**src/sv/bpc_pkg.sv**
```systemverilog
// Package: shared types, constants and helpers for the pressure compensation block.
`timescale 1ns / 1ps
`default_nettype none
package bpc_pkg;

  localparam int unsigned QW = 32;

  localparam logic [1:0] REG_OSS = 2'd0;
  localparam logic [1:0] REG_CAL1 = 2'd1;
  localparam logic [1:0] REG_CAL2 = 2'd2;
  localparam logic [1:0] REG_CAL3 = 2'd3;

  localparam logic [31:0] B6_OFFSET = 32'd4000;
  localparam logic [31:0] K_X1 = 32'd3038;
  localparam logic [31:0] K_X2 = 32'd7357;
  localparam logic [31:0] K_ADD = 32'd3791;
  localparam logic [31:0] K_SCALE = 32'd50000;
  localparam logic [31:0] SIGN_BIT = 32'h80000000;

  typedef struct packed {
    logic [15:0] temp_raw;
    logic [23:0] pres_raw;
  } in_req_t;

  typedef struct packed {
    logic signed [31:0] temp_deci;
    logic signed [31:0] pressure_pa;
    logic               div_fault;
  } out_req_t;

  typedef struct packed {
    logic [1:0]  oss;
    logic [31:0] ac1;
    logic [31:0] ac2;
    logic [31:0] ac3;
    logic [31:0] ac4;
    logic [31:0] ac5;
    logic [31:0] ac6;
    logic [31:0] b1;
    logic [31:0] b2;
    logic [31:0] mc;
    logic [31:0] md;
  } calib_t;

  function automatic logic [31:0] sx16(input logic [15:0] v);
    sx16 = {{16{v[15]}}, v};
  endfunction

  function automatic logic [31:0] asr(input logic [31:0] v, input logic [4:0] s);
    asr = 32'($signed(v) >>> s);
  endfunction

endpackage
`default_nettype wire

```
**src/sv/bpc_delay.sv**
```systemverilog
// Delay line: holds a payload word for the latency of one divider.
`timescale 1ns / 1ps
`default_nettype none
module bpc_delay (
  input  wire logic        clk,
  input  wire logic        adv,
  input  wire logic [95:0] d,
  output logic [95:0]      q
);

  logic [95:0] line_r [bpc_pkg::QW];

  always_ff @(posedge clk) begin
    if (adv) begin
      line_r[0] <= d;
      for (int i = 1; i < bpc_pkg::QW; i++) begin
        line_r[i] <= line_r[i-1];
      end
    end
  end

  assign q = line_r[bpc_pkg::QW-1];

endmodule
`default_nettype wire
```
**config.mk**
```make
export PLATFORM = sky130hd
export DESIGN_NAME = bpc_delay
export DESIGN_NICKNAME = d
export VERILOG_FILES = /design/src/sv/bpc_pkg.sv /design/src/sv/bpc_delay.sv
export SDC_FILE = /design/constraint.sdc
export NUM_CORES = 2
export LEC_CHECK = 0
export ABC_CLOCK_PERIOD_IN_PS = 800
export BUFFER_PORTS_ARGS = -buffer_cell sky130_fd_sc_hd__buf_2
export CAP_MARGIN = 20
export CORE_ASPECT_RATIO = 0.6
export CORE_MARGIN = 10
export CORE_UTILIZATION = 35
export CTS_BUF_LIST = sky130_fd_sc_hd__clkbuf_8
export CTS_CLUSTER_DIAMETER = 120
export DETAILED_ROUTE_END_ITERATION = 7
export PLACE_DENSITY_LB_ADDON = 0.08
export SYNTH_ARGS = -nofsm -noshare
export SYNTH_HDL_FRONTEND = slang
export SYNTH_SLANG_ARGS = --single-unit
```
**constraint.sdc**
```tcl
create_clock -name clk -period 0.8 [get_ports clk]
set_input_delay 0.16 -clock clk [delete_from_list [all_inputs] [get_ports clk]]
set_output_delay 0.16 -clock clk [all_outputs]
set_load 0.05 [all_outputs]
```
# --- Yosys cells after proc, flatten, opt, wreduce, memory -nomap -nowiden ---
# Memory sizes are Yosys's and may differ from the RTL's.
# Index checks and enable logic that the tools add are counted.
totals:
  ff_bits: 0
  ram_bits: 3072
  inputBits: 98
  out_inout_bits: 96
  elab_cells: 3
  mem_count: 1
classes:
  mux: 2
memory_table:
  columns: ["memory", "depth", "width", "read_ports", "rd_ports_with_merged_regs", "wr", "line", "text"]
  rows:
  - ["line_r", 32, 96, 32, 0, 32, "bpc_delay.sv:11", "logic [95:0] line_r [bpc_pkg::QW];"]
op_table:
  columns: ["operator", "n"]
  rows:
  - ["$mux 1", 2]

# --- Depth between registers and ports, before layout ---
logic_depth:
  ltp_word: 2
  ltp_mapped: 1
  depth_no_buf: 0

# --- Worst setup path after synthesis ---
# OpenSTA, ideal clock, no wires.
synth_timing:
  path_kind: "register to output"
  from: "memory line_r[31][0] (netlist: line_r[1][1440])"
  to: "output q[0]"
  arrival_ns: 0.523
  t_required_ns: 0.640
  slack_ns: 0.117
  stages_incl_launch_ff: 2
  n_path_buf: 1
  path_cell_list: "edfxtp_1 buf_4"
synth_lines:
  columns: ["item", "line", "text"]
  rows:
  - ["start: declaration", "bpc_delay.sv:11", null]
  - ["end: declaration", "bpc_delay.sv:8", "output logic [95:0] q"]

==> metrics.txt <==
Core ar.=0.264 sq mm; vias in the first global route=33400; fin crit period=1.83 ns; Final Net Count=4188; EDFF count, synth=3072; hpwl dp=70300 microns; CP Cell Sequence=buf_12; Area Growth Syn to Fin=19.6%; Syn Area/Cell=29.3 sq um; warnings from Yosys=0; number of remaining DRC errors=0; Routed Antenna Nets=0; post-synthesis register bit count=3072; RSZ-0062 raised after global routing=true; Die W=685 microns; Sink Count=3072; top cells by area, synth=edfxtp_1 99%, buf_4 0.78%; top cells by count, synth=3072 x edfxtp_1, 96 x buf_4; pwr dens=2800 mW/mm^2; FF-to-FF End=line_r[0][674]; failing checks=setup timing; Num CTS Buffers=445; Hold Path Origin=adv; worst skew pair latency=0.97 ns; critical path type=flip-flop to primary output; worst-margin pin slew=0.541 ns; Pins Over Slew Limit=0; max FFs per register=3072; met2 Resource Use GR=0.111; Max stage delay on crit path=0.52 ns; Synth top area share=0.992; initial core utilization=0.352; input/output buffers=193; async set-reset flop share out of synthesis=0; Placed Cells=6994; antenna violations before repair=5; cell family with most CP delay=flip-flops; Mapped Area=0.0930 sq mm; Seq/Total Area, Yosys=0.992; GRT overflow=0; Clock transition at path regs=0.06 ns; Pleak=38.0 nW; global-route wire length before repair=195000 microns; area of the multi-input gates=0 sq um; Via density=3.85; largest net degree at the start of global routing=59; Crit-path slowest cell=edfxtp_1; Worst Setup End Kind=primary output; Reg with most FFs=line_r; CP startpoint kind=flip-flop; die span in y=419 microns; Reg2Reg Depth=0; fin crit share=2.29; ys flop type=edfxtp_1; GR peak layer=met1; Root Driver=clkbuf_8; HP Class=input port to flip-flop; outcome=finished, violations left; drt total wl=123000 microns; post-layout util=0.421; worst path buffer plus inverter count=1; routed len/inst=15.4 microns; largest fanout on the critical path=1; CTS max path bufs=4; # IOs=194; Post-Layout Cell Count=7996; vias=30800; Final Hold Viols=0; GR Util met3=0.0238; M1 GR Usage=0.129; WHS Endpoint=line_r[0][788]; RePlAce Congestion=0.667; GR Util All Layers=0.0848; initial drt markers=1782; FP Rows=146; die area=0.287 sq mm; Synth Net Count=3266; clk_skew=0.0459 ns; Gate Count Post-Synth=3168; setup slack at placement=-0.620 ns; share of cells above drive strength 1=0.205; Detailed Routing Iterations Pass 1=6; Slew HR=0.638; setup violators final=99; R2R setup slack=-0.01 ns; H-tree Lvls=5; Yosys cell types=2; CP arrival=1.67 ns; Max Fclk=546 MHz; count leader, synth=edfxtp_1; Largest regs=line_r x3072; Hold Crit Depth=5; buffer count from post-CTS setup fixing=0; max-cap violation count=0; leading area contributor after synthesis=edfxtp_1; hold buffers post-CTS=203; Final WS setup=-1.03 ns; power consumption=0.312 W; CTS tree=yes; Worst EP required=0.64 ns; multi-input combinational cell count=0; FF-to-FF Start=line_r[0][578]; Max VDD drop=1.30 mV
through the flow:
stage / hold WS [ns] / TNS [ns] / cell area [sq um]
2_1_floorplan: 0.259 / 0 / 93000
3_3_place_gp: 0.337 / -1430.72 / 101000
3_5_place_dp: 0.338 / -1519.35 / 101000
4_1_cts: -0.0385 / -352.64 / 111000
5_1_grt: -0.0291 / -99.67 / 111000
6_report: 0.0780 / -85.96 / 111000
cells in the final DEF (no fill, tap or decap), drive strengths merged:
master and instances:
buf 373, edfxtp 3072, dlymetal6s4s 1, clkinv 184
clkbuf 452, diode 1, bufinv 15, clkinvlp 4
dlygate4sd3 195, inv 147
kinds of logic after synthesis:
group                  count (synthesis)  synth area share
buffers and inverters                 96           0.00775
DFF                                 3072             0.992
report_power, final:
part	internal (W)	switching, W	total [W]	leakage [nW]
combinational	0.00264	0.00436	0.00700	3.22
clock	0.0574	0.0567	0.114	4.69
sequential	0.188	0.00283	0.190	30.1
cell type report:
class                   instances  area [sq um]
flip-flops and latches       3072         92200
clock buffers                 450          6190
diodes                          1          2.50
well taps                    3552          4440
fillers                     22600        153000
repair buffers                571          6370
clock inverters               350          1950
how the worst max path moves through the flow:
stage | depth (start not counted) | end | slack (ns) | from
final | 1 | q[76] | -1.03 | line_r[1][1516]
after global placement | 3 | line_r[1][144] | -0.57 | adv
after floorplan | 1 | q[0] | 0.12 | line_r[1][1440]
after detailed placement | 3 | line_r[0][894] | -0.62 | adv
after global routing | 1 | q[76] | -1.17 | line_r[1][1516]
after CTS | 1 | q[76] | -1.19 | line_r[1][1516]
routing by layer:
| layer | wire, microns | up-vias |
|---|---|---|
| li1 | - | 14800 |
| met1 | 63600 | 15100 |
| met2 | 49000 | 588 |
| met3 | 5930 | 376 |
| met4 | 4650 | 0 |
| met5 | 0 | - |
repair_timing:
item                                   4_1_cts  5_1_grt
endpoints found under the hold margin     3103       12
gates cloned                                 0        1
gates resized for setup                     22        6
setup endpoints to repair                   96      699
No activity file was read; power rests on OpenSTA's default activity.
