$ cat src/sv/bpc_pkg.sv
// Package: shared types, constants and helpers for the pressure compensation block.
`timescale 1ns / 1ps
`default_nettype none
package bpc_pkg;

  localparam int unsigned QW = 32;

  localparam logic [1:0] REG_OSS = 2'd0;
  localparam logic [1:0] REG_CAL1 = 2'd1;
  localparam logic [1:0] REG_CAL2 = 2'd2;
  localparam logic [1:0] REG_CAL3 = 2'd3;

  localparam logic [31:0] B6_OFFSET = 32'd4000;
  localparam logic [31:0] K_X1 = 32'd3038;
  localparam logic [31:0] K_X2 = 32'd7357;
  localparam logic [31:0] K_ADD = 32'd3791;
  localparam logic [31:0] K_SCALE = 32'd50000;
  localparam logic [31:0] SIGN_BIT = 32'h80000000;

  typedef struct packed {
    logic [15:0] temp_raw;
    logic [23:0] pres_raw;
  } in_req_t;

  typedef struct packed {
    logic signed [31:0] temp_deci;
    logic signed [31:0] pressure_pa;
    logic               div_fault;
  } out_req_t;

  typedef struct packed {
    logic [1:0]  oss;
    logic [31:0] ac1;
    logic [31:0] ac2;
    logic [31:0] ac3;
    logic [31:0] ac4;
    logic [31:0] ac5;
    logic [31:0] ac6;
    logic [31:0] b1;
    logic [31:0] b2;
    logic [31:0] mc;
    logic [31:0] md;
  } calib_t;

  function automatic logic [31:0] sx16(input logic [15:0] v);
    sx16 = {{16{v[15]}}, v};
  endfunction

  function automatic logic [31:0] asr(input logic [31:0] v, input logic [4:0] s);
    asr = 32'($signed(v) >>> s);
  endfunction

endpackage
`default_nettype wire

$ cat src/sv/bpc_div.sv
// Pipelined restoring divider: one quotient bit per stage, 32 stages.
`timescale 1ns / 1ps
`default_nettype none
module bpc_div (
  input  wire logic        clk,
  input  wire logic        rst_n,
  input  wire logic        adv,
  input  wire logic        in_vld,
  input  wire logic [31:0] in_num,
  input  wire logic [31:0] in_den,
  output logic             out_vld,
  output logic [31:0]      out_quo
);

  localparam int unsigned N = bpc_pkg::QW;

  logic [N-1:0]  vld_r;
  logic [31:0]   num_r [N];
  logic [31:0]   den_r [N];
  logic [32:0]   rem_r [N];
  logic [31:0]   quo_r [N];

  always_ff @(posedge clk) begin
    if (!rst_n) begin
      vld_r <= '0;
    end else if (adv) begin
      vld_r <= {vld_r[N-2:0], in_vld};
    end
  end

  always_ff @(posedge clk) begin
    if (adv) begin
      for (int i = 0; i < N; i++) begin
        logic [32:0] rs;
        logic [31:0] nm;
        logic [31:0] dn;
        logic [32:0] rp;
        logic [31:0] qp;
        if (i == 0) begin
          rp = '0;
          qp = '0;
          nm = in_num;
          dn = in_den;
        end else begin
          rp = rem_r[i-1];
          qp = quo_r[i-1];
          nm = num_r[i-1];
          dn = den_r[i-1];
        end
        rs = {rp[31:0], nm[N-1-i]};
        if (rs >= {1'b0, dn}) begin
          rem_r[i] <= rs - {1'b0, dn};
          quo_r[i] <= {qp[30:0], 1'b1};
        end else begin
          rem_r[i] <= rs;
          quo_r[i] <= {qp[30:0], 1'b0};
        end
        num_r[i] <= nm;
        den_r[i] <= dn;
      end
    end
  end

  assign out_vld = vld_r[N-1];
  assign out_quo = quo_r[N-1];

endmodule
`default_nettype wire

$ cat config.mk
export PLATFORM = sky130hd
export DESIGN_NAME = bpc_div
export DESIGN_NICKNAME = d
export VERILOG_FILES = /design/src/sv/bpc_pkg.sv /design/src/sv/bpc_div.sv
export SDC_FILE = /design/constraint.sdc
export NUM_CORES = 2
export LEC_CHECK = 0
export BUFFER_PORTS_ARGS = -buffer_cell sky130_fd_sc_hd__buf_2
export CORE_ASPECT_RATIO = 1.25
export CORE_MARGIN = 3
export CORE_UTILIZATION = 40
export DETAILED_ROUTE_END_ITERATION = 8
export HOLD_SLACK_MARGIN = 0.03
export PLACE_DENSITY = 0.62
export SETUP_SLACK_MARGIN = 0.1
export SYNTH_ARGS = -nofsm -noshare
export SYNTH_HDL_FRONTEND = slang
export SYNTH_MEMORY_MAX_BITS = 65536
export SYNTH_SLANG_ARGS = --single-unit
$ cat constraint.sdc
create_clock -name clk -period 5.4 [get_ports clk]
set_input_delay 0.54 -clock clk [delete_from_list [all_inputs] [get_ports clk]]
set_output_delay 0.54 -clock clk [all_outputs]
set_load 0.02 [all_outputs]
=== Yosys cells after proc, flatten, opt, wreduce, memory -nomap -nowiden ===
Memory sizes are Yosys's and may differ from the RTL's.
Index checks and enable logic that the tools add are counted.

* Add/subtract/negate cells: 32
* $lt $le $gt $ge: 32
* Multiplexer cells: 386
* Bitwise operators: 64

{| class="wikitable"
|+ Operators with widths
! kind !! number
|-
| $mux 32 || 128
|-
| $ge 33x32->1 || 32
|-
| $mux 33 || 32
|-
| $sub 33x32->33 || 32
|-
| $mux 31 || 32
|-
| $mux 1 || 194
|-
| $or 1x1->1 || 64
|}

* Flip-flop bits (word level): 32
* Memory bits (writable): 4128
* Input port bits: 68
* Output and inout port bits: 33
* Word-level logic and storage cells: 519
* Memories: 4

{| class="wikitable"
|+ Memory list
! memory !! words !! width !! read ports !! clocked after Yosys merged registers in !! wr ports !! line !! source
|-
| rem_r || 32 || 33 || 31 || 0 || 32 || bpc_div.sv:20 || <nowiki>logic [32:0] rem_r [N];</nowiki>
|-
| den_r || 32 || 32 || 31 || 0 || 32 || bpc_div.sv:19 || <nowiki>logic [31:0] den_r [N];</nowiki>
|-
| num_r || 32 || 32 || 31 || 0 || 32 || bpc_div.sv:18 || <nowiki>logic [31:0] num_r [N];</nowiki>
|-
| quo_r || 32 || 32 || 32 || 0 || 32 || bpc_div.sv:21 || <nowiki>logic [31:0] quo_r [N];</nowiki>
|}

=== Logic depth before layout (Yosys ltp) ===
* Depth after elaboration: 6
* Depth in mapped cells: 15
* Gate-level depth less buffers: 13

=== Worst setup path before layout ===
No wires, ideal clock.

* Path type: register to register
* Start: memory rem_r[3][9], in the netlist rem_r[0][108]
* End: memory rem_r[4][12], in the netlist rem_r[0][144] (data pin)
* Setup time: 260 ps
* Arrival time: 3244 ps
* Required time: 5140 ps
* Setup slack: 1896 ps
* Stages on the path, launching flop included: 12
* Path buffers: 1
* Clock period less this slack: 3504 ps
* Cell sequence: edfxtp_1 > ha_1 > and3_1 > and3_1 > a221oi_1 > o21ai_0 > o31ai_1 > o21ai_1 > or2_2 > a41oi_2 > buf_2 > mux2_2

{| class="wikitable"
|+ RTL lines
! item !! line
|-
| from (decl) || bpc_div.sv:20
|}

==> parameters.txt <==
Parameter                              Value

Drt
  Via-to-Cell Ratio    roughly 5.3
  Number of DRC violations after detailed-routing iteration 0    ~6300
  Detailed-route via count    100000
  Post-Route WL    approximately 390 mm
  Drt first pass iters    6
  Number of antenna-violating nets in the routed design    0
  Routed length per instance    approximately 21 µm
  Final routed DRC violation total    0

Floorplanning
  Placeable Area    around 400000 µm²
  # IOs    around 100
  Initial core utilization    40.2%
  Area enclosed by the die boundary    approximately 400000 µm²
  Overall die height    708 µm
  Std-Cell Rows    about 260
  Die width    between 500 and 600 µm

CTS
  Cts bufs inserted    330
  Master cell of the clock root buffer    clkbuf_16
  Number of cells upsized or downsized after cts    0
  Max clock buf depth    4
  Clock-pin transition on the worst setup and hold timing paths    60 ps
  CTS H-tree depth    5
  CTS tree    yes
  Post-CTS repair timing setup buffer count    0
  Sink Count    3040
  Clock latency reported for the late side of the worst-skew pair    approximately 950 ps

Yosys
  Avg Synthesized Cell Area    12.0 µm²
  Post-Syn Nets    14300
  Predominant post-synthesis flop cell    edfxtp_1
  Seq/Total Area, Yosys    between 50% and 60%
  Synth area leader    edfxtp_1
  Area contributors post-synth    edfxtp_1 57%, ha_1 7.9%, mux2_2 3.4%, a21oi_1 3.3%, inv_1 3.0%
  Number of flip-flops and latches in the synthesized netlist    about 3000
  Count of flip-flops with a built-in enable after synthesis    roughly 3000
  Number of standard cells after synthesis    between 10000 and 15000
  Async S/R FF share, synth    0%
  Yosys warning count    0
  Fraction of post-synthesis cell area in the top cell type by area    a little under three fifths
  Synthesized cell area    ~160000 µm²
  Unique cell type count in the Yosys netlist    96

Worst setup path
  Crit path arrival time    5270 ps
  Required time worst endpoint    between 5000 and 6000 ps
  Critical Path Fanout Max    18
  Dominant cell type by count on the critical path    a21oi_1
  Startpoint type of the worst setup path    flop
  Worst reg-to-reg path cell count    13
  Kind of cell with the highest combined delay on the critical path    compound AO/OA/AOI/OAI gates
  Total stage count of the critical path    13
  Slowest-stage cell, CP    a21oi_1
  Type of the setup path with the least slack    reg2reg
  CP endpoint kind    flop
  Origin of the critical flop-to-flop path    den_r[0][354]
  Flop2flop setup slack    approximately 720 ps
  RR Endpoint    rem_r[0][401]
  Worst path cell trace    inv_1, ha_1, o21ai_0, a21oi_1, o2111ai_1, a21oi_1, o31a_1, o21a_1, a21oi_1, o21bai_4, buf_4, nor2_1, a21oi_1
  Buf+Inv Stages, Crit Path    2
  Delay contributed by the slowest stage of the critical path    approximately 800 ps

Place
  Half-perimeter wire length after detailed placement    just under 300 mm
  Routability cong.    0.970
  Buffers on Ports    100
  Cell count after placement    18200
  Worst slack at placement    approximately 770 ps

Global route
  Maximum number of pins on one net before global-route repair    about 180
  Remaining global-route overflow    0
  Gr usage total    about a fifth
  Met1 usage in global routing    between 10% and 20%
  Routing usage on met3    2.32%
  Number of antenna violations at the first check in global routing    16
  Vias in the first global route    slightly above 100k
  Wire length of the first global-routing pass    roughly 600 mm
  Grt met2 use    a little over a third
  Most Used Layer, Global Route    met2

Pwr
  Peak VDD IR    296 µV
  Cell-internal power    64900 µW
  Total power divided by cell area    approximately 580 nW/µm²
  Comb power frac    a little over two fifths
  Tot Pwr    roughly 100000 µW
  Clock share of power    a little over a fifth
  Relative contribution of sequential cells to total power    a little over a third
  Net switching power of the design    37200 µW
  Total leakage power    roughly 0.070 µW
  Net switching share of the total power    around 36%

Worst hold path
  Min-Delay Endpoint    num_r[0][42]
  Class of the tightest hold or removal check    in2reg
  Hold path cells    1
  Min-delay src    adv

Cells and area
  Footprint of the multi-input gates    slightly above 60000 µm²
  Most frequent standard cell in the layout excluding fill and tap cells    edfxtp_1
  Layout fillers    between 30000 and 40000
  Fraction of final layout cells with drive strength greater than 1    around a tenth
  Area Growth Syn to Fin    11.5%
  Register area    between 90000 and 100000 µm²
  Net total in the final layout    ~14000
  Non-filler cells in the finished layout    18800
  Most frequent cells in the layout    3007 x edfxtp_1, 1258 x inv_1, 1044 x a21oi_1, 994 x ha_1, 786 x nand2_1

Timing
  Tightest Pin Transition    1100 ps
  Relative max-transition margin    26.0%
  RSZ-0062 raised after global routing    no
  Number of setup violations in the final report    0
  Final Max Tran Viols    0
  Hold Slack    around 150 ps
  Min Clock Period, post-route    approximately 4700 ps
  Upper clock frequency limit    between 0.2 and 0.25 GHz
  Fin worst setup slack    between 700 and 800 ps
  Fin Setup TNS    0 ps
  Share of the clock period used by the worst path    between 80 and 90%
  Worst-case clock skew    ~53 ps
  Number of hold violations in the final report    0

Flow run
  Number of maximum-capacitance violations    0

Run status
  Run status    finished clean
## registers in the layout, summed over array words and instances, names as in the netlist
| name | flops |
|---|---|
| quo_r | 528 |
| num_r | 496 |
| den_r | 992 |
| vld_r | 32 |
| rem_r | 992 |
## metrics by stage
stage,utilization [%],cell area (µm²)
6_report,44.8,176000
3_5_place_dp,42.0,165000
5_1_grt,44.8,176000
2_1_floorplan,-,158000
4_1_cts,44.8,176000
3_3_place_gp,42.0,165000
## power by group through the flow
stage | registers (µW) | logic [µW] | clock network [µW]
6_report | 37000 | 42600 | 22400
5_1_grt | 37400 | 47100 | 24100
4_1_cts | 37100 | 42500 | 23200
3_5_place_dp | 37500 | 42100 | 0
3_3_place_gp | 37600 | 42000 | 0
2_1_floorplan | 35200 | 32000 | 0
## synth_stat cells, types with 29 or more instances
library cell and instances:
edfxtp_1 3007, a211o_1 29, nand2_1 786, xor2_1 344, nor3b_1 31, o31a_1 29
nor2b_1 171, inv_1 1258, nand2b_1 136, nand4_1 190, o21a_1 140, nand3_1 188
o211ai_1 52, a21boi_0 39, o21ai_0 754, xnor2_1 503, fa_1 30, and2_1 51
nor4_1 38, buf_4 33, nor3_1 137, a31oi_1 108, a21oi_1 1048, mux2i_1 73
buf_2 39, mux2_2 477, a211oi_1 68, a21o_1 558, dfxtp_1 33, ha_1 994
o21bai_1 110, and3_1 91, o31ai_1 81, clkbuf_1 363, nor2_1 753
## final cells by class
| cell class | instances | area share [%] |
|---|---|---|
| inverter | 1258 | 2.68 |
| antenna | 10 | 0.0142 |
| clock inverter | 211 | 1.18 |
| tap | 5180 | 3.68 |
| multi-input combinational | 8450 | 34.4 |
| clock buffer | 382 | 4.85 |
| sequential | 3040 | 51.7 |
| timing repair buffer | 318 | 1.48 |
## worst register-to-register path, cell delays in order, from the launching register on
cell,delay (ps)
edfxtp_1,610
inv_1,90
ha_1,470
o21ai_0,120
a21oi_1,300
o2111ai_1,220
a21oi_1,250
o31a_1,220
o21a_1,230
a21oi_1,140
o21bai_4,520
buf_4,320
nor2_1,60
a21oi_1,800
## worst max path at each step
stage / startpoint / to
after floorplan: rem_r[0][108] / rem_r[0][144]
after global placement: den_r[0][354] / rem_r[0][400]
after detailed placement: den_r[0][354] / rem_r[0][400]
after CTS: den_r[0][354] / rem_r[0][400]
after global routing: den_r[0][354] / rem_r[0][401]
final: den_r[0][354] / rem_r[0][401]
## metal layers
metal / wire length [µm] / share of wire (%)
met1: 141000 / 36
met5: 20 / 0.0051
met4: 28700 / 7.3
met2: 209000 / 53
met3: 13100 / 3.3
## cell families after synthesis
family | synth area share [%]
AO/OA/AOI/OAI | 13.1
XOR/XNOR | 4.70
adder cells (fa/ha/maj) | 8.26
buffers and inverters | 4.15
flip-flops | 57.6
multiplexers | 3.87
AND/OR/NAND/NOR | 8.26
## repair_timing
item | in CTS | in global routing
hold endpoints to repair | 122 | 0
endpoints found under the setup margin | 0 | 0
hold buffers | 67 | 0
(Power assumes the default switching activity.)
